$ cat config.mk
export PLATFORM = sky130hd
export DESIGN_NAME = sequence_reorder_buffer_flat
export DESIGN_NICKNAME = d
export VERILOG_FILES = /design/src/rtl/sro_pkg.sv /design/src/rtl/sro_in_if.sv /design/src/rtl/sro_out_if.sv /design/src/rtl/sro_hold_store.sv /design/src/rtl/sequence_reorder_buffer.sv /design/src/flat_wrapper.sv
export SDC_FILE = /design/constraint.sdc
export NUM_CORES = 2
export LEC_CHECK = 0
export ABC_AREA = 1
export BUFFER_PORTS_ARGS = -buffer_cell sky130_fd_sc_hd__buf_2
export CORE_MARGIN = 2
export CORE_UTILIZATION = 50
export DETAILED_ROUTE_END_ITERATION = 8
export PLACE_DENSITY = 0.76
export SLEW_MARGIN = 20
export SYNTH_ARGS = -nofsm -noshare
export SYNTH_HDL_FRONTEND = slang
export SYNTH_SLANG_ARGS = --single-unit
export TNS_END_PERCENT = 30
$ cat constraint.sdc
create_clock -name clk -period 5.5 [get_ports clk]
set_clock_uncertainty 0.05 [all_clocks]
set_input_delay 1.1 -clock clk [delete_from_list [all_inputs] [get_ports clk]]
set_output_delay 1.1 -clock clk [all_outputs]
set_load 0.05 [all_outputs]
$ cat src/rtl/sro_pkg.sv
// ----------------------------------------------------------------------------
// sro_pkg
// shared widths, status codes and store entry type for the reorder buffer
// ----------------------------------------------------------------------------
package sro_pkg;

  localparam int SEQ_W         = 32;
  localparam int HANDLE_W      = 16;
  localparam int LENGTH_W      = 16;
  localparam int STATUS_W      = 3;
  localparam int HOLD_DEPTH_DEF = 16;

  typedef enum logic [STATUS_W-1:0] {
    ST_RELEASED = 3'd0,
    ST_STALE    = 3'd1,
    ST_HELD     = 3'd2,
    ST_DUP      = 3'd3,
    ST_FULL     = 3'd4
  } status_t;

  typedef struct packed {
    logic [SEQ_W-1:0]    seq;
    logic [HANDLE_W-1:0] handle;
    logic [LENGTH_W-1:0] length;
  } hold_entry_t;

  typedef struct packed {
    logic wr_en;
    logic clr_en;
  } hold_ctl_t;

endpackage

$ cat src/rtl/sro_in_if.sv
// ----------------------------------------------------------------------------
// sro_in_if
// arriving message channel: sequence number and payload descriptor
// ----------------------------------------------------------------------------
interface sro_in_if import sro_pkg::*; ();

  logic                valid;
  logic                ready;
  logic [SEQ_W-1:0]    seq_number;
  logic [HANDLE_W-1:0] payload_handle;
  logic [LENGTH_W-1:0] payload_length;

  modport source (
    output valid, seq_number, payload_handle, payload_length,
    input  ready
  );

  modport sink (
    input  valid, seq_number, payload_handle, payload_length,
    output ready
  );

endinterface

$ cat src/rtl/sro_out_if.sv
// ----------------------------------------------------------------------------
// sro_out_if
// result channel: one transaction per result row
// ----------------------------------------------------------------------------
interface sro_out_if import sro_pkg::*; ();

  logic                valid;
  logic                ready;
  logic [STATUS_W-1:0] status;
  logic [HANDLE_W-1:0] out_handle;
  logic [LENGTH_W-1:0] out_length;
  logic [SEQ_W-1:0]    out_seq;
  logic [SEQ_W-1:0]    acked_through;
  logic                last;

  modport source (
    output valid, status, out_handle, out_length, out_seq, acked_through, last,
    input  ready
  );

  modport sink (
    input  valid, status, out_handle, out_length, out_seq, acked_through, last,
    output ready
  );

endinterface

$ cat src/rtl/sro_hold_store.sv
// ----------------------------------------------------------------------------
// sro_hold_store
// holding store: entry memory with registered read, per-slot valid bits
// ----------------------------------------------------------------------------
module sro_hold_store import sro_pkg::*; #(
  parameter int HOLD_DEPTH = HOLD_DEPTH_DEF,
  parameter int IDX_W      = (HOLD_DEPTH > 1) ? $clog2(HOLD_DEPTH) : 1
) (
  input  logic             clk,
  input  logic             rst_n,
  input  logic [IDX_W-1:0] rd_idx,
  input  hold_ctl_t        ctl,
  input  logic [IDX_W-1:0] wr_idx,
  input  hold_entry_t      wr_entry,
  output hold_entry_t      rd_entry,
  output logic             rd_valid
);

  hold_entry_t           mem [HOLD_DEPTH];
  logic [HOLD_DEPTH-1:0] valid_r;
  hold_entry_t           rd_entry_r;
  logic                  rd_valid_r;

  always_ff @(posedge clk) begin
    if (ctl.wr_en) begin
      mem[wr_idx] <= wr_entry;
    end
    rd_entry_r <= mem[rd_idx];
    rd_valid_r <= valid_r[rd_idx];
  end

  always_ff @(posedge clk) begin
    if (!rst_n) begin
      valid_r <= '0;
    end else if (ctl.wr_en) begin
      valid_r[wr_idx] <= 1'b1;
    end else if (ctl.clr_en) begin
      valid_r[wr_idx] <= 1'b0;
    end
  end

  assign rd_entry = rd_entry_r;
  assign rd_valid = rd_valid_r;

endmodule

$ cat src/rtl/sequence_reorder_buffer.sv
// ----------------------------------------------------------------------------
// sequence_reorder_buffer
// receive-side reorder buffer giving in-order delivery of sequenced messages
// ----------------------------------------------------------------------------
// in_chan carries one message per transaction: sequence number plus payload
// handle and length. out_chan carries result rows; last marks the final row
// of each message. A stale repeat, a newly held, an already held or a
// dropped message gives one row; the expected number gives a released row
// followed by one row per held entry that now follows in order.
// Messages are taken one at a time; in_chan.ready is high only while idle.
// A stale message needs no sweep. Every other message needs a sweep
// of the holding store through its single read port, one slot per cycle;
// the sweep for a duplicate stops at the match, and a release that
// drains n entries sweeps the store again after each one.
// A result row sits in an output register; the next message is accepted
// while it waits. When out_chan stalls the sweep pauses before it would
// overwrite that register, so no row is lost.
// After reset the expected number is zero and all slots are free.
// ----------------------------------------------------------------------------
module sequence_reorder_buffer import sro_pkg::*; #(
  parameter int HOLD_DEPTH = HOLD_DEPTH_DEF
) (
  input  logic      clk,
  input  logic      rst_n,
  sro_in_if.sink    in_chan,
  sro_out_if.source out_chan
);

  localparam int IDX_W = (HOLD_DEPTH > 1) ? $clog2(HOLD_DEPTH) : 1;
  localparam logic [IDX_W-1:0] LAST_IDX = IDX_W'(HOLD_DEPTH - 1);

  typedef enum logic [4:0] {
    S_IDLE  = 5'b00001,
    S_CLASS = 5'b00010,
    S_SCAN  = 5'b00100,
    S_DRAIN = 5'b01000,
    S_EMIT  = 5'b10000
  } state_t;

  state_t              state_r, state_nxt;
  logic [SEQ_W-1:0]    expected_r, expected_nxt;
  logic [SEQ_W-1:0]    seq_r, seq_nxt;
  logic [HANDLE_W-1:0] handle_r, handle_nxt;
  logic [LENGTH_W-1:0] length_r, length_nxt;
  logic                drain_mode_r, drain_mode_nxt;
  logic [IDX_W-1:0]    scan_idx_r, scan_idx_nxt;
  logic                scan_on_r, scan_on_nxt;
  logic                cmp_vld_r, cmp_vld_nxt;
  logic [IDX_W-1:0]    cmp_idx_r, cmp_idx_nxt;
  logic                free_found_r, free_found_nxt;
  logic [IDX_W-1:0]    free_idx_r, free_idx_nxt;
  hold_entry_t         hit_r, hit_nxt;
  logic [IDX_W-1:0]    hit_slot_r, hit_slot_nxt;
  status_t             res_status_r, res_status_nxt;
  logic [HANDLE_W-1:0] res_handle_r, res_handle_nxt;
  logic [LENGTH_W-1:0] res_length_r, res_length_nxt;
  logic [SEQ_W-1:0]    res_seq_r, res_seq_nxt;
  logic [SEQ_W-1:0]    res_acked_r, res_acked_nxt;
  logic                out_valid_r, out_valid_nxt;
  status_t             out_status_r, out_status_nxt;
  logic [HANDLE_W-1:0] out_handle_r, out_handle_nxt;
  logic [LENGTH_W-1:0] out_length_r, out_length_nxt;
  logic [SEQ_W-1:0]    out_seq_r, out_seq_nxt;
  logic [SEQ_W-1:0]    out_acked_r, out_acked_nxt;
  logic                out_last_r, out_last_nxt;

  hold_ctl_t           store_ctl;
  logic [IDX_W-1:0]    store_wr_idx;
  hold_entry_t         store_wr_entry;
  hold_entry_t         rd_entry;
  logic                rd_valid;

  logic [SEQ_W-1:0]    key;
  logic                hit;
  logic                scan_end;
  logic                free_now;
  logic [IDX_W-1:0]    free_slot;
  logic                out_free;

  sro_hold_store #(
    .HOLD_DEPTH (HOLD_DEPTH),
    .IDX_W      (IDX_W)
  ) u_store (
    .clk      (clk),
    .rst_n    (rst_n),
    .rd_idx   (scan_idx_r),
    .ctl      (store_ctl),
    .wr_idx   (store_wr_idx),
    .wr_entry (store_wr_entry),
    .rd_entry (rd_entry),
    .rd_valid (rd_valid)
  );

  assign key       = drain_mode_r ? expected_r : seq_r;
  assign hit       = cmp_vld_r && rd_valid && (rd_entry.seq == key);
  assign scan_end  = cmp_vld_r && !hit && (cmp_idx_r == LAST_IDX);
  assign free_now  = free_found_r || (cmp_vld_r && !rd_valid);
  assign free_slot = free_found_r ? free_idx_r : cmp_idx_r;
  assign out_free  = !out_valid_r || out_chan.ready;

  assign store_wr_entry = '{seq: seq_r, handle: handle_r, length: length_r};

  always_comb begin
    state_nxt      = state_r;
    expected_nxt   = expected_r;
    seq_nxt        = seq_r;
    handle_nxt     = handle_r;
    length_nxt     = length_r;
    drain_mode_nxt = drain_mode_r;
    scan_idx_nxt   = scan_idx_r;
    scan_on_nxt    = scan_on_r;
    cmp_vld_nxt    = 1'b0;
    cmp_idx_nxt    = cmp_idx_r;
    free_found_nxt = free_found_r;
    free_idx_nxt   = free_idx_r;
    hit_nxt        = hit_r;
    hit_slot_nxt   = hit_slot_r;
    res_status_nxt = res_status_r;
    res_handle_nxt = res_handle_r;
    res_length_nxt = res_length_r;
    res_seq_nxt    = res_seq_r;
    res_acked_nxt  = res_acked_r;
    out_valid_nxt  = out_valid_r && !out_chan.ready;
    out_status_nxt = out_status_r;
    out_handle_nxt = out_handle_r;
    out_length_nxt = out_length_r;
    out_seq_nxt    = out_seq_r;
    out_acked_nxt  = out_acked_r;
    out_last_nxt   = out_last_r;
    store_ctl      = '0;
    store_wr_idx   = free_slot;

    case (state_r)
      S_IDLE: begin
        if (in_chan.valid) begin
          seq_nxt    = in_chan.seq_number;
          handle_nxt = in_chan.payload_handle;
          length_nxt = in_chan.payload_length;
          state_nxt  = S_CLASS;
        end
      end

      S_CLASS: begin
        res_handle_nxt = '0;
        res_length_nxt = '0;
        res_seq_nxt    = '0;
        res_acked_nxt  = expected_r - SEQ_W'(1);
        if (seq_r < expected_r) begin
          res_status_nxt = ST_STALE;
          state_nxt      = S_EMIT;
        end else begin
          // both remaining cases sweep the store
          scan_idx_nxt   = '0;
          scan_on_nxt    = 1'b1;
          free_found_nxt = 1'b0;
          state_nxt      = S_SCAN;
          if (seq_r == expected_r) begin
            res_status_nxt = ST_RELEASED;
            res_handle_nxt = handle_r;
            res_length_nxt = length_r;
            res_seq_nxt    = seq_r;
            res_acked_nxt  = seq_r;
            expected_nxt   = expected_r + SEQ_W'(1);
            drain_mode_nxt = 1'b1;
          end else begin
            drain_mode_nxt = 1'b0;
          end
        end
      end

      S_SCAN: begin
        if (scan_on_r) begin
          scan_idx_nxt = scan_idx_r + IDX_W'(1);
          cmp_vld_nxt  = 1'b1;
          cmp_idx_nxt  = scan_idx_r;
          if (scan_idx_r == LAST_IDX) begin
            scan_on_nxt = 1'b0;
          end
        end
        if (cmp_vld_r && !rd_valid && !free_found_r) begin
          free_found_nxt = 1'b1;
          free_idx_nxt   = cmp_idx_r;
        end
        if (hit) begin
          cmp_vld_nxt = 1'b0;
          scan_on_nxt = 1'b0;
          if (drain_mode_r) begin
            hit_nxt      = rd_entry;
            hit_slot_nxt = cmp_idx_r;
            state_nxt    = S_DRAIN;
          end else begin
            res_status_nxt = ST_DUP;
            state_nxt      = S_EMIT;
          end
        end else if (scan_end) begin
          cmp_vld_nxt = 1'b0;
          state_nxt   = S_EMIT;
          if (!drain_mode_r) begin
            if (free_now) begin
              store_ctl.wr_en = 1'b1;
              res_status_nxt  = ST_HELD;
            end else begin
              res_status_nxt  = ST_FULL;
            end
          end
        end
      end

      S_DRAIN: begin
        if (out_free) begin
          out_valid_nxt   = 1'b1;
          out_status_nxt  = res_status_r;
          out_handle_nxt  = res_handle_r;
          out_length_nxt  = res_length_r;
          out_seq_nxt     = res_seq_r;
          out_acked_nxt   = res_acked_r;
          out_last_nxt    = 1'b0;
          res_status_nxt  = ST_RELEASED;
          res_handle_nxt  = hit_r.handle;
          res_length_nxt  = hit_r.length;
          res_seq_nxt     = expected_r;
          res_acked_nxt   = expected_r;
          expected_nxt    = expected_r + SEQ_W'(1);
          store_ctl.clr_en = 1'b1;
          store_wr_idx    = hit_slot_r;
          scan_idx_nxt    = '0;
          scan_on_nxt     = 1'b1;
          free_found_nxt  = 1'b0;
          state_nxt       = S_SCAN;
        end
      end

      S_EMIT: begin
        if (out_free) begin
          out_valid_nxt  = 1'b1;
          out_status_nxt = res_status_r;
          out_handle_nxt = res_handle_r;
          out_length_nxt = res_length_r;
          out_seq_nxt    = res_seq_r;
          out_acked_nxt  = res_acked_r;
          out_last_nxt   = 1'b1;
          state_nxt      = S_IDLE;
        end
      end

      default: begin
        state_nxt = S_IDLE;
      end
    endcase
  end

  always_ff @(posedge clk) begin
    if (!rst_n) begin
      state_r      <= S_IDLE;
      expected_r   <= '0;
      scan_on_r    <= 1'b0;
      cmp_vld_r    <= 1'b0;
      free_found_r <= 1'b0;
      drain_mode_r <= 1'b0;
      out_valid_r  <= 1'b0;
    end else begin
      state_r      <= state_nxt;
      expected_r   <= expected_nxt;
      scan_on_r    <= scan_on_nxt;
      cmp_vld_r    <= cmp_vld_nxt;
      free_found_r <= free_found_nxt;
      drain_mode_r <= drain_mode_nxt;
      out_valid_r  <= out_valid_nxt;
    end
  end

  always_ff @(posedge clk) begin
    seq_r        <= seq_nxt;
    handle_r     <= handle_nxt;
    length_r     <= length_nxt;
    scan_idx_r   <= scan_idx_nxt;
    cmp_idx_r    <= cmp_idx_nxt;
    free_idx_r   <= free_idx_nxt;
    hit_r        <= hit_nxt;
    hit_slot_r   <= hit_slot_nxt;
    res_status_r <= res_status_nxt;
    res_handle_r <= res_handle_nxt;
    res_length_r <= res_length_nxt;
    res_seq_r    <= res_seq_nxt;
    res_acked_r  <= res_acked_nxt;
    out_status_r <= out_status_nxt;
    out_handle_r <= out_handle_nxt;
    out_length_r <= out_length_nxt;
    out_seq_r    <= out_seq_nxt;
    out_acked_r  <= out_acked_nxt;
    out_last_r   <= out_last_nxt;
  end

  assign in_chan.ready          = (state_r == S_IDLE);
  assign out_chan.valid         = out_valid_r;
  assign out_chan.status        = out_status_r;
  assign out_chan.out_handle    = out_handle_r;
  assign out_chan.out_length    = out_length_r;
  assign out_chan.out_seq       = out_seq_r;
  assign out_chan.acked_through = out_acked_r;
  assign out_chan.last          = out_last_r;

  // only a release can be followed by more rows of the same message
  a_single_row_final: assert property (
    @(posedge clk) disable iff (!rst_n)
    (out_valid_r && (out_status_r != ST_RELEASED)) |-> out_last_r
  ) else $error("non-release row without last");

  // a released row acknowledges exactly its own sequence number
  a_release_acked: assert property (
    @(posedge clk) disable iff (!rst_n)
    (out_valid_r && (out_status_r == ST_RELEASED)) |-> (out_acked_r == out_seq_r)
  ) else $error("released row acked_through mismatch");

  // expected number only ever steps by one
  a_expected_step: assert property (
    @(posedge clk) disable iff (!rst_n)
    ($past(rst_n) && (expected_r != $past(expected_r)))
      |-> (expected_r == $past(expected_r) + SEQ_W'(1))
  ) else $error("expected number jumped");

endmodule

$ cat src/flat_wrapper.sv
// flat-port wrapper written by rule: the top's interface ports become plain ports
module sequence_reorder_buffer_flat import sro_pkg::*;
#(
  parameter int HOLD_DEPTH = HOLD_DEPTH_DEF
)
  (clk, rst_n, in_chan_valid, in_chan_seq_number, in_chan_payload_handle, in_chan_payload_length, in_chan_ready, out_chan_valid, out_chan_status, out_chan_out_handle, out_chan_out_length, out_chan_out_seq, out_chan_acked_through, out_chan_last, out_chan_ready);
  sro_in_if in_chan_i ();
  sro_out_if out_chan_i ();
  input  logic clk;
  input  logic rst_n;
  input wire logic [$bits(in_chan_i.valid)-1:0] in_chan_valid;
  input wire logic [$bits(in_chan_i.seq_number)-1:0] in_chan_seq_number;
  input wire logic [$bits(in_chan_i.payload_handle)-1:0] in_chan_payload_handle;
  input wire logic [$bits(in_chan_i.payload_length)-1:0] in_chan_payload_length;
  output wire logic [$bits(in_chan_i.ready)-1:0] in_chan_ready;
  output wire logic [$bits(out_chan_i.valid)-1:0] out_chan_valid;
  output wire logic [$bits(out_chan_i.status)-1:0] out_chan_status;
  output wire logic [$bits(out_chan_i.out_handle)-1:0] out_chan_out_handle;
  output wire logic [$bits(out_chan_i.out_length)-1:0] out_chan_out_length;
  output wire logic [$bits(out_chan_i.out_seq)-1:0] out_chan_out_seq;
  output wire logic [$bits(out_chan_i.acked_through)-1:0] out_chan_acked_through;
  output wire logic [$bits(out_chan_i.last)-1:0] out_chan_last;
  input wire logic [$bits(out_chan_i.ready)-1:0] out_chan_ready;
  assign in_chan_i.valid = in_chan_valid;
  assign in_chan_i.seq_number = in_chan_seq_number;
  assign in_chan_i.payload_handle = in_chan_payload_handle;
  assign in_chan_i.payload_length = in_chan_payload_length;
  assign in_chan_ready = in_chan_i.ready;
  assign out_chan_valid = out_chan_i.valid;
  assign out_chan_status = out_chan_i.status;
  assign out_chan_out_handle = out_chan_i.out_handle;
  assign out_chan_out_length = out_chan_i.out_length;
  assign out_chan_out_seq = out_chan_i.out_seq;
  assign out_chan_acked_through = out_chan_i.acked_through;
  assign out_chan_last = out_chan_i.last;
  assign out_chan_i.ready = out_chan_ready;
  sequence_reorder_buffer #(.HOLD_DEPTH(HOLD_DEPTH)) u_core (.clk(clk), .rst_n(rst_n), .in_chan(in_chan_i), .out_chan(out_chan_i));
endmodule
==> flow_metrics.py <==
metrics = {
    "outcome": {
        "run_status": "complete, no violations",
    },
    "worst_setup_path": {
        "cp_slowest_cell": "sky130_fd_sc_hd__edfxtp_1",
        "timing.critical_path.arrival_ns": 4.66,
        "required_time_at_the_endpoint_of_the_critical_path_ns": 6.10,
        "ff2ff_path_depth": 14,
        "setup.reg_to_reg.worst_slack_ns": 1.44,
        "worstPathMaxFanout": 31,
        "worst_r2r_startpoint": "u_core.seq_r[30]$_DFFE_PP_",
        "worstReg2RegEnd": "u_core.expected_r[0]$_SDFFE_PN0P_",
        "critical_path.startpoint_type": "flip-flop",
        "crit_path_cell_trace": "ha_1 -> nand2_1 -> nor2_1 -> nand2_1 -> inv_2 -> nand3_1 -> nor3b_2 -> nor2_1 -> a21oi_2 -> buf_4 -> nand2_1 -> buf_4 -> o21ai_0 -> nor2_1",
        "timing.setup.critical_path_class": "reg -> reg",
        "crit_path_max_incr_delay_ns": 0.75,
        "endpoint_kind": "flip-flop",
    },
    "synth": {
        "avg_synthesized_cell_area_sq_um": 12.9,
        "synth.yosys.seq_area_share_pct": 73.6,
        "post-synth-top-area-fraction_pct": 69.4,
        "synth-edff-count": 1335,
        "yosys_register_bits": 1458,
        "synth_largest_area_cell": "sky130_fd_sc_hd__edfxtp_1",
        "synth.cell_area_sq_um": 57800,
        "synth_cells": 4464,
        "async_reset_ff_share_pct": 0,
        "yosys-top-cells-area": "sky130_fd_sc_hd__edfxtp_1, sky130_fd_sc_hd__nor2_1, sky130_fd_sc_hd__dfxtp_1",
        "synth_fp_nets": 4567,
        "number_of_synthesis_warnings": 0,
        "netlist-cell-type-count": 45,
        "synth_flop_cell": "sky130_fd_sc_hd__edfxtp_1",
    },
    "min_path": {
        "holdPathEnd": "u_core.hit_r[28]$_DFFE_PP_",
        "min_delay_path_depth": 0,
        "hold_start": "u_core.u_store.rd_entry[28]$_DFF_P_",
        "hold_class": "reg -> reg",
    },
    "cts": {
        "cts_buffer_depth": 3,
        "clockRootBuffer": "sky130_fd_sc_hd__clkbuf_16",
        "cts_max_level": 4,
        "cts_tree": "yes",
        "cts.repair.resized": 0,
        "cts_buffers": 149,
        "holdBufCountCts": 0,
        "postCtsSetupRepairBufs": 0,
        "clock_pin_slew_of_the_registers_on_the_worst_case_setup_and_hold_paths_ns": 0.06,
        "worst_skew_pair.late_latency_ns": 0.77,
        "tritoncts_num_sinks": 1458,
    },
    "drt": {
        "top_layer_used": "met5",
        "wl_met1_um": 58600,
        "drt_iter0_markers": 4344,
        "routed-wl-met3_um": 11900,
        "drt-total-wl_um": 143000,
        "ant_nets": 0,
        "drc_violation_count_after_routing": 0,
        "detail_route.vias_per_cell": 5.88,
        "firstDrtPassIters": 5,
        "dr_wl_met2_um": 67800,
        "post_drt_wl_per_cell_um": 22.9,
        "via_count": 36600,
    },
    "final_layout": {
        "final_layout_size_suffix_gt1_share_pct": 11.3,
        "num-fill-cells": 8839,
        "final_common_cell": "sky130_fd_sc_hd__edfxtp_1",
        "layout.cells.most_common_list": "sky130_fd_sc_hd__edfxtp_1, sky130_fd_sc_hd__nor2_1, sky130_fd_sc_hd__nand2_1, sky130_fd_sc_hd__o21ai_0, sky130_fd_sc_hd__nand3_1",
        "finish.instance_area_sq_um": 65300,
        "finish.utilization_pct": 57.0,
        "area_delta_synth_final_pct": 13.0,
        "fin_nets": 4693,
    },
    "grt": {
        "globalRouteOverflowTotal": 0,
        "grt_pass1_vias": 35600,
        "globalRouteTotalUtil_pct": 23.9,
        "pin_count_of_the_biggest_net_entering_global_routing": 210,
        "antenna_found_initial": 5,
        "global_route_wire_length_before_repair_um": 214000,
    },
    "floorplanning": {
        "floorplan.die_area_sq_um": 118000,
        "die_width_um": 344,
        "cell_rows": 124,
        "io-pin-count": 170,
        "core_region_area_sq_um": 115000,
        "initial_util_pct": 50.5,
        "die_y_um": 344,
    },
    "timing": {
        "least_margin_pin_slew_ns": 1.05,
        "layout_min_cycle_time_ns": 4.06,
        "finalSetupViolations": 0,
        "timing.final.hold_violations": 0,
        "worst_case_headroom_to_the_max_slew_limit_pct": 30.0,
        "timing.final.max_slew_violations": 0,
        "timing.fmax_mhz": 246,
        "finalSetupTns_ns": 0,
        "fin_crit_sh_pct": 73.9,
        "unrepaired_setup_endpoints_after_global_routing": "no",
    },
    "placed_design": {
        "placed_cell_area_sq_um": 60400,
        "input_output_buffers": 169,
        "place.gp.congestion": 0.915,
        "place.detailed.hpwl_um": 80500,
    },
    "job": {
        "drv.max_cap_violation_count": 0,
    },
    "power": {
        "leakagePower_nw": 22.6,
        "power_per_unit_of_standard_cell_area_nw_per_um2": 415,
        "max-vdd-ir-drop_v": 0.000357,
    },
}
## stage by stage
step	setup WS [ns]	power (mW)	cells	hold WS, ns
after floorplan	0.279	16.0	4464	0.336
after global placement	0.958	17.3	5950	0.337
after detailed placement	0.936	17.4	5950	0.339
after CTS	1.50	27.3	6228	0.353
after global routing	1.20	28.1	6229	0.360
final	1.44	27.1	6230	0.352
## report_power, final
part           switching, mW  leakage [nW]  internal, mW
Sequential             0.578          13.0          13.2
Combinational           2.52          7.18         0.904
Clock                   4.29          2.37          5.68
Total                   7.39          22.6          19.7
## routing by layer
layer / GRT usage (%) / up-vias
met2: 38.5 / 1757
met5: 0 / -
li1: - / 16600
met1: 32.8 / 18000
met3: 4.08 / 267
met4: 8.71 / 2
## worst max-delay path: cells and delay by family, from the launching register on
family,cells,cell delay (ns)
simple gates,8,1.62
buf+inv,3,0.77
flops,1,0.75
fa+ha+maj,1,0.46
compound gates,2,0.30
## kinds of logic after synthesis
family | synth area share, %
AND/OR/NAND/NOR | 11.4
flip-flops | 73.6
AO/OA/AOI/OAI | 8.46
buffers and inverters | 3.05
multiplexers | 1.87
XOR/XNOR | 0.864
adder cells (fa/ha/maj) | 0.758
## cells in the mapped netlist, drive strengths merged, types with 2 or more instances
cell type / instances
o21ai: 385
nand2: 562
mux2i: 107
nor4: 12
o32ai: 153
inv: 170
a21oi: 77
o211ai: 29
ha: 35
buf: 63
xor2: 57
o21a: 3
edfxtp: 1335
nor3b: 2
clkbuf: 210
nand4: 33
nor2: 722
clkinv: 7
o221ai: 107
or2: 6
dfxtp: 123
a21o: 4
nand3: 220
nand3b: 7
nor3: 31
## flip-flops by register name, summed over array words and instances, names as in the netlist, 3 cells and up, named ones only
name and cells:
u_core.out_chan.acked_through 32, u_core.res_handle_r 16, u_core.cmp_idx_r 4, u_core.length_r 16
u_core.out_chan.out_seq 32, u_core.out_chan.out_length 16, u_core.free_idx_r 4, u_core.out_chan.status 3
u_core.res_length_r 16, u_core.hit_slot_r 4, u_core.u_store.rd_entry 64, u_core.u_store.mem 1024
u_core.scan_idx_r 4, u_core.res_seq_r 32, u_core.hit_r 32, u_core.out_chan.out_handle 16
u_core.res_acked_r 32, u_core.expected_r 32, u_core.handle_r 16, u_core.seq_r 32
u_core.state_r 5, u_core.res_status_r 3
## cell type report
type	instances	area, sq um	share of cell area, %
Sequential cell	1458	42600	65.1
Multi-Input combinational cell	2556	13500	20.7
Clock buffer	197	4120	6.31
Tap cell	1512	1890	2.90
Timing Repair Buffer	248	1750	2.67
Clock inverter	81	761	1.16
Inverter	177	706	1.08
Antenna cell	1	2.50	0.00383
## worst max-delay path by stage
stage,cells past startpoint,from,endpoint
6_report,14,u_core.seq_r[30]$_DFFE_PP_,u_core.expected_r[0]$_SDFFE_PN0P_
4_1_cts,12,u_core.state_r[3]$_SDFFE_PN0P_,u_core.u_store.mem[0][52]$_DFFE_PP_
3_3_place_gp,10,out_chan_ready,u_core.u_store.mem[7][41]$_DFFE_PP_
3_5_place_dp,10,out_chan_ready,u_core.u_store.mem[7][41]$_DFFE_PP_
2_1_floorplan,5,u_core.state_r[3]$_SDFFE_PN0P_,u_core.handle_r[0]$_DFFE_PP_
5_1_grt,15,u_core.drain_mode_r$_SDFFE_PN0P_,u_core.u_store.mem[9][36]$_DFFE_PP_
Power figures use the tool's default switching activity.
